<file path="config.mk">
export PLATFORM = sky130hd
export DESIGN_NAME = fpbq_cfg_regs
export DESIGN_NICKNAME = d
export VERILOG_FILES = /design/src/rtl/core/fpbq_pkg.sv /design/src/rtl/core/fpbq_cfg_regs.sv
export SDC_FILE = /design/constraint.sdc
export NUM_CORES = 1
export LEC_CHECK = 0
export CAP_MARGIN = 20
export CORE_MARGIN = 2
export CORE_UTILIZATION = 40
export CTS_CLUSTER_DIAMETER = 150
export DETAILED_ROUTE_END_ITERATION = 10
export DONT_BUFFER_PORTS = 1
export GPL_TIMING_DRIVEN = 0
export HOLD_SLACK_MARGIN = 0.1
export PLACE_DENSITY_LB_ADDON = 0.25
export SETUP_SLACK_MARGIN = 0.2
export SLEW_MARGIN = 20
export SYNTH_ARGS = -nofsm -noshare
export SYNTH_HDL_FRONTEND = slang
export SYNTH_SLANG_ARGS = --single-unit
</file>
<file path="constraint.sdc">
create_clock -name clk -period 1.5 [get_ports clk]
set_clock_uncertainty 0.2 [all_clocks]
set_input_delay 0.225 -clock clk [delete_from_list [all_inputs] [get_ports clk]]
set_output_delay 0.225 -clock clk [all_outputs]
set_load 0.005 [all_outputs]
</file>
<file path="src/rtl/core/fpbq_pkg.sv">
`timescale 1ns / 1ps
// ----------------------------------------------------------------------------
// fpbq_pkg
// Shared types and constants for the fixed-point biquad filter.
// ----------------------------------------------------------------------------
package fpbq_pkg;

  localparam int SAMPLE_W = 8;
  localparam int X_W      = 14;
  localparam int Y_W      = 16;
  localparam int PEAK_W   = 7;
  localparam int CFG_IDX_W = 3;
  localparam int NUM_COEF = 5;

  localparam int IN_SHIFT_NORMAL = 6;
  localparam int IN_SHIFT_GAIN   = 2;
  localparam int OUT_SHIFT       = 6;

  localparam logic signed [SAMPLE_W-1:0] SAMPLE_MAX = 8'sd127;
  localparam logic signed [SAMPLE_W-1:0] SAMPLE_MIN = -8'sd128;
  localparam logic signed [Y_W-1:0]      Y_MAX      = 16'sd32767;
  localparam logic signed [Y_W-1:0]      Y_MIN      = -16'sd32768;
  localparam logic [PEAK_W-1:0]          PEAK_MAX   = 7'd127;

  typedef logic [CFG_IDX_W-1:0] cfg_idx_t;

  localparam cfg_idx_t REG_B0          = 3'd0;
  localparam cfg_idx_t REG_B1          = 3'd1;
  localparam cfg_idx_t REG_B2          = 3'd2;
  localparam cfg_idx_t REG_A1          = 3'd3;
  localparam cfg_idx_t REG_A2          = 3'd4;
  localparam cfg_idx_t REG_GAIN_ADJUST = 3'd5;
  localparam cfg_idx_t REG_FILTER_ON   = 3'd6;

  typedef struct packed {
    logic signed [SAMPLE_W-1:0] sample_in;
    logic                       table_start;
  } fpbq_in_t;

  typedef struct packed {
    logic signed [SAMPLE_W-1:0] sample_out;
    logic [PEAK_W-1:0]          peak_level;
  } fpbq_out_t;

  typedef struct packed {
    logic gain_adjust;
    logic filter_on;
    logic hist_clr;
  } fpbq_ctrl_t;

endpackage

</file>
<file path="src/rtl/core/fpbq_cfg_regs.sv">
`timescale 1ns / 1ps
// ----------------------------------------------------------------------------
// fpbq_cfg_regs
// Coef and mode registers; valid writes to index 0-6 flag a history clear.
// ----------------------------------------------------------------------------
module fpbq_cfg_regs
  import fpbq_pkg::*;
#(
  parameter int COEF_WIDTH = 24
) (
  input  logic                                      clk,
  input  logic                                      rst_n,
  input  logic                                      cfg_valid,
  input  cfg_idx_t                                  cfg_index,
  input  logic [COEF_WIDTH-1:0]                     cfg_data,
  output logic [NUM_COEF-1:0][COEF_WIDTH-1:0]       coef,
  output fpbq_ctrl_t                                ctrl
);

  logic [NUM_COEF-1:0][COEF_WIDTH-1:0] coef_r, coef_nxt;
  logic gain_adjust_r, gain_adjust_nxt;
  logic filter_on_r, filter_on_nxt;

  always_comb begin
    coef_nxt        = coef_r;
    gain_adjust_nxt = gain_adjust_r;
    filter_on_nxt   = filter_on_r;
    if (cfg_valid) begin
      case (cfg_index)
        REG_B0:          coef_nxt[0] = cfg_data;
        REG_B1:          coef_nxt[1] = cfg_data;
        REG_B2:          coef_nxt[2] = cfg_data;
        REG_A1:          coef_nxt[3] = cfg_data;
        REG_A2:          coef_nxt[4] = cfg_data;
        REG_GAIN_ADJUST: gain_adjust_nxt = cfg_data[0];
        REG_FILTER_ON:   filter_on_nxt = cfg_data[0];
        default: begin
        end
      endcase
    end
  end

  always_ff @(posedge clk) begin
    if (!rst_n) begin
      coef_r        <= '0;
      gain_adjust_r <= 1'b0;
      filter_on_r   <= 1'b0;
    end else begin
      coef_r        <= coef_nxt;
      gain_adjust_r <= gain_adjust_nxt;
      filter_on_r   <= filter_on_nxt;
    end
  end

  assign coef             = coef_r;
  assign ctrl.gain_adjust = gain_adjust_r;
  assign ctrl.filter_on   = filter_on_r;
  assign ctrl.hist_clr    = cfg_valid && (cfg_index inside {[REG_B0:REG_FILTER_ON]});

endmodule

</file>
==> results of run 1 <==
## per-stage QoR
step	util [%]	setup slack, ns	cells	setup TNS (ns)	hold WS [ns]
6_report	52.1	0.128	628	0	-0.128
5_1_grt	52.1	0.102	628	0	-0.131
4_1_cts	52.0	0.114	628	0	-0.141
3_5_place_dp	42.9	-0.493	572	-42.89	0.245
3_3_place_gp	42.9	-0.460	572	-38.79	0.228
2_1_floorplan	-	0.0423	432	0	0.224
## placed cells by master, fill, tap and decap left out, drive strengths merged, types with 2 or more instances in the layout
master and count:
nand4bb 2, nand2 146, clkinvlp 2, bufinv 3
dlygate4sd3 26, dfxtp 122, clkinv 3, clkbuf 40
mux2i 122, buf 15, nand4b 3
## state kept, by name (all words and copies together) (netlist names)
signal	count
gain_adjust_r	1
filter_on_r	1
coef	120
## final cells by class
class                           count  area, um2
Fill cell                         964       5210
Sequential cell                   122       2600
Multi-Input combinational cell    276       1850
Clock buffer                       22        453
Timing Repair Buffer               26        260
Buffer                             33        215
Tap cell                          140        175
Clock inverter                      8        120
Inverter                            1       3.75
## per-layer routing
layer	share of wire (%)	global-route usage, %	vias to the layer above
met3	11	9.78	18
met1	40	22.1	1546
met2	47	32.3	120
met4	2.0	9.04	0
li1	-	-	1524
met5	0	0	-
## kinds of logic after synthesis
kind of cell | count (synthesis) | synth area share [%]
flip-flops | 122 | 54.4
AND/OR/NAND/NOR | 153 | 13.8
multiplexers | 122 | 27.2
AO/OA/AOI/OAI | 1 | 0.139
buffers and inverters | 34 | 4.49
## worst max path at each step
stage | depth (start not counted) | start | endpoint
floorplan | 4 | cfg_index[2] | coef[10]
global placement | 4 | rst_n | coef[41]
detailed placement | 4 | rst_n | coef[64]
CTS | 1 | gain_adjust_r | ctrl[2]
global route | 1 | filter_on_r | ctrl[1]
finish | 1 | gain_adjust_r | ctrl[2]
## report_power, final
group          switching, W  internal [W]  total (W)
clock network       0.00143       0.00259    0.00402
registers         0.0000592       0.00333    0.00339
logic              0.000218      0.000150   0.000368
## timing repair
item | CTS | global route
setup endpoints to repair | 207 | 113
gates resized for setup | 122 | 9
setup buffers | 0 | 0
hold endpoints to repair | 122 | 40
==> results.toml, run 1 <==
[clock_network]
cts_made_buffers = 17
cts_hold_buffers = 26
cts.htree.levels = 4
clock_path_buffers = 2
clk_pin_slew_ns = 0.06
cts_root_buf = "clkbuf_8"
cts.sinks = 122
cts_tree = "done"
clock_latency_ns = 0.51

[global_routing]
grtUsageTotal_pct = 20.0
grt_overflow = 0
grt_pass1_vias = 3244
grt_pass1_wl_um = 17700
antenna_found_initial = 0
grt_max_degree = 17

[critical_path]
crit_family = "flip-flops"
crit_path_top_delay_cell = "dfxtp_2"
reg2reg_slack_ns = 0.65
path_cells = "buf_6"
worstReg2RegStart = "coef[106]"
startpoint_type = "flip-flop"
crit_fanout = 2
critical_path.max_stage_delay_ns = 0.33
required_ns = 1.07
arrival_ns = 0.95
worst-r2r-cell-count = 2
path_class = "flip-flop to output port"
end_kind = "output port"
r2r_end = "coef[106]"
timing.critical_path.buf_inv = 1

[timing]
rsz0062_at_grt = "true"
slew_viol_final = 0
slew_headroom_pct = 58.5
period_share_pct = 91.5
max_freq_ghz = 0.729
hold_ws_ns = -0.128
worstMarginPinSlew_ns = 0.622
setup_viol = 0
hold_viol = 4
fin_crit_ns = 1.37

[routing]
viasPerCell = 5.11
vias = 3208
drt-total-wl_um = 11900
drtAntennaViolNets = 0
wl_per_cell_um = 19.0
first_pass_iters = 4
drc_errors = 0
dr.first_iter.drc_count = 79

[logic_synthesis]
synth_area_um2 = 4490
ys_warn_count = 0
synth_cells = 432
syn_nets = 462
yosysMostFrequentCell = "nand2_1"
synth-seq-area-share_pct = 54.4
synth_seq_cells = 122
async_reset_ff_share_pct = 0
synth_edf_count = 0
dominantRegCellSynth = "dfxtp_1"
ys_top_cells_by_area = "dfxtp_1 (54%), mux2i_1 (27%), nand2_1 (12%)"
syn_avg_cell_area_um2 = 10.4
synth_cell_types = 15
synth_common_cells = "nand2_1 (146), dfxtp_1 (122), mux2i_1 (122), clkbuf_1 (18), buf_4 (8)"
synth_top_cell_area_share_pct = 54.4
yosys.area.top_type = "dfxtp_1"

[final_layout]
diodes = 0
area_delta_synth_final_pct = 26.4
final_nets = 507
layout-drive-gt1-share_pct = 34.4
final_area_um2 = 5680

[power]
power_density_nw_per_um2 = 1370
p_leak_nw = 2.70
p_total_w = 0.00777
peakVddDrop_uv = 764

[placement]
gp_congestion = 0.708
post-dp-hpwl_um = 8270
io_buffers = 0
dpl_cell_area_um2 = 4670

[worst_hold_path]
hp-class = "input port to flip-flop"
min_to = "coef[3]"
min_from = "cfg_index[0]"
whs_path_depth = 3

[floorplanning]
pin_count = 153
die_w_um = 110
core_area_um2 = 10900
dieHeight_um = 110
dieArea_um2 = 12100
row_count = 38
start_util_pct = 41.2

[flow_run]
cap_violations = 0

[run_status]
violations = "hold timing"
run_status = "finished with violations"
Power figures use the tool's default switching activity.
==> run 2, diff against run 1 <==
--- a/config.mk
+++ b/config.mk
@@ -13,7 +13,7 @@
 export DONT_BUFFER_PORTS = 1
 export GPL_TIMING_DRIVEN = 0
 export HOLD_SLACK_MARGIN = 0.1
-export PLACE_DENSITY_LB_ADDON = 0.25
+export PLACE_DENSITY = 0.64
 export SETUP_SLACK_MARGIN = 0.2
 export SLEW_MARGIN = 20
 export SYNTH_ARGS = -nofsm -noshare
==> results.toml, run 2 (synthesis gave the netlist of run 1 again) <==
[placement]
io_buffers = 0
dpl_cell_area_um2 = 4670
post-dp-hpwl_um = 8190
gp_congestion = 0.755

[routing]
drtAntennaViolNets = 0
drt-total-wl_um = 11900
drc_errors = 0
vias = 3179
wl_per_cell_um = 18.8
dr.first_iter.drc_count = 153
viasPerCell = 5.02
first_pass_iters = 4

[timing]
finalSetupTns_ns = 0
slew_viol_final = 0
hold_viol = 4
period_share_pct = 90.6
setup_viol = 0
hold_ws_ns = -0.118
rsz0062_at_grt = "true"
slew_headroom_pct = 64.1
fin_crit_ns = 1.36
max_freq_ghz = 0.736
worstMarginPinSlew_ns = 0.539

[clock_network]
clock_latency_ns = 0.51
clock_path_buffers = 2
cts.htree.levels = 4
cts.sinks = 122
clk_pin_slew_ns = 0.06
cts_tree = "done"
cts_made_buffers = 17
cts_root_buf = "clkbuf_8"

[final_layout]
largest_reg_flops = 120
final_cell_mix = "nand2_1 (146), mux2i_1 (122), dfxtp_2 (122), dlygate4sd3_1 (28), clkbuf_1 (17)"
diodes = 0
area_delta_synth_final_pct = 27.8
final_common_cell = "nand2_1"
final_util_pct = 52.7
layout-drive-gt1-share_pct = 34.9
final_nets = 510
final_area_um2 = 5740

[critical_path]
required_ns = 1.07
critical_path.max_stage_delay_ns = 0.32
crit_family = "flip-flops"
crit_fanout = 2
end_kind = "output port"
startpoint_type = "flip-flop"
cp.depth = 1
path_cells = "buf_6"
timing.critical_path.buf_inv = 1
path_class = "flip-flop to output port"
worst-r2r-cell-count = 3
crit_path_top_delay_cell = "dfxtp_2"
arrival_ns = 0.93

[floorplanning]
dieArea_um2 = 12100
die_w_um = 110
dieHeight_um = 110
pin_count = 153
row_count = 38
start_util_pct = 41.2
core_area_um2 = 10900

[global_routing]
antenna_found_initial = 0
grt_max_degree = 17
grt_pass1_wl_um = 18000
grt_overflow = 0
grt_pass1_vias = 3265
grtUsageTotal_pct = 20.4

[worst_hold_path]
whs_path_depth = 3
hp-class = "input port to flip-flop"

[power]
p_leak_nw = 2.72
peakVddDrop_uv = 596
clkPwrFrac_pct = 52.6
p_switching_w = 0.00174
swShare_pct = 21.9
pwr-share-seq_pct = 42.7
intPower_w = 0.00619
power_density_nw_per_um2 = 1380
combPwrFrac_pct = 4.7

[run_status]
run_status = "finished with violations"
violations = "hold timing"

[flow_run]
cap_violations = 0
-- run 2: area by class of cell --
cell class	instances	area (um2)
Clock inverter	10	140
Fill cell	967	5150
Inverter	1	3.75
Buffer	33	214
Clock buffer	22	473
Sequential cell	122	2590
Timing Repair Buffer	29	288
Tap cell	140	175
Multi-Input combinational cell	276	1850
-- run 2: metal layers --
layer	part of all wire [%]	GRT usage [%]	vias up
met1	40	23.2	1518
met5	0	0	-
met4	1.3	7.59	0
met2	48	33.6	117
met3	9.9	9.31	19
li1	-	-	1525
-- run 2: tightest hold or removal path, delay by kind of cell --
family                 cells  cell delay (ns)
buffers and inverters      1             0.14
and+or+nand+nor            1             0.10
muxes                      1             0.08
-- run 2: power groups by stage --
stage / Sequential, W / Combinational, W / Clock [W]
3_3_place_gp: 0.00344 / 0.000308 / 0
2_1_floorplan: 0.00342 / 0.000230 / 0
5_1_grt: 0.00340 / 0.000407 / 0.00439
6_report: 0.00339 / 0.000369 / 0.00417
4_1_cts: 0.00339 / 0.000371 / 0.00424
3_5_place_dp: 0.00344 / 0.000315 / 0
-- run 2: worst paths after layout --
path	from	endpoint	slack [ns]
worst min-delay path	cfg_index[0]	coef[3]	-0.12
worst max-delay path	filter_on_r	ctrl[1]	0.14
worst max register to register	gain_adjust_r	gain_adjust_r	0.59
worst min register to register	coef[27]	coef[27]	0.26
-- run 2: metrics by stage --
step                instances  worst slack, ns  power [W]
CTS                       631            0.110    0.00800
finish                    633            0.140    0.00793
global route              633           0.0954    0.00820
detailed placement        572           -0.463    0.00376
global placement          572           -0.427    0.00375
floorplan                 432           0.0423    0.00365
-- run 2: what timing repair did --
item / in CTS / in global routing
hold endpoints to repair: 122 / 39
setup endpoints to repair: 209 / 127
setup buffers: 0 / 1
resized for setup: 123 / 5
hold buffers: 27 / 1
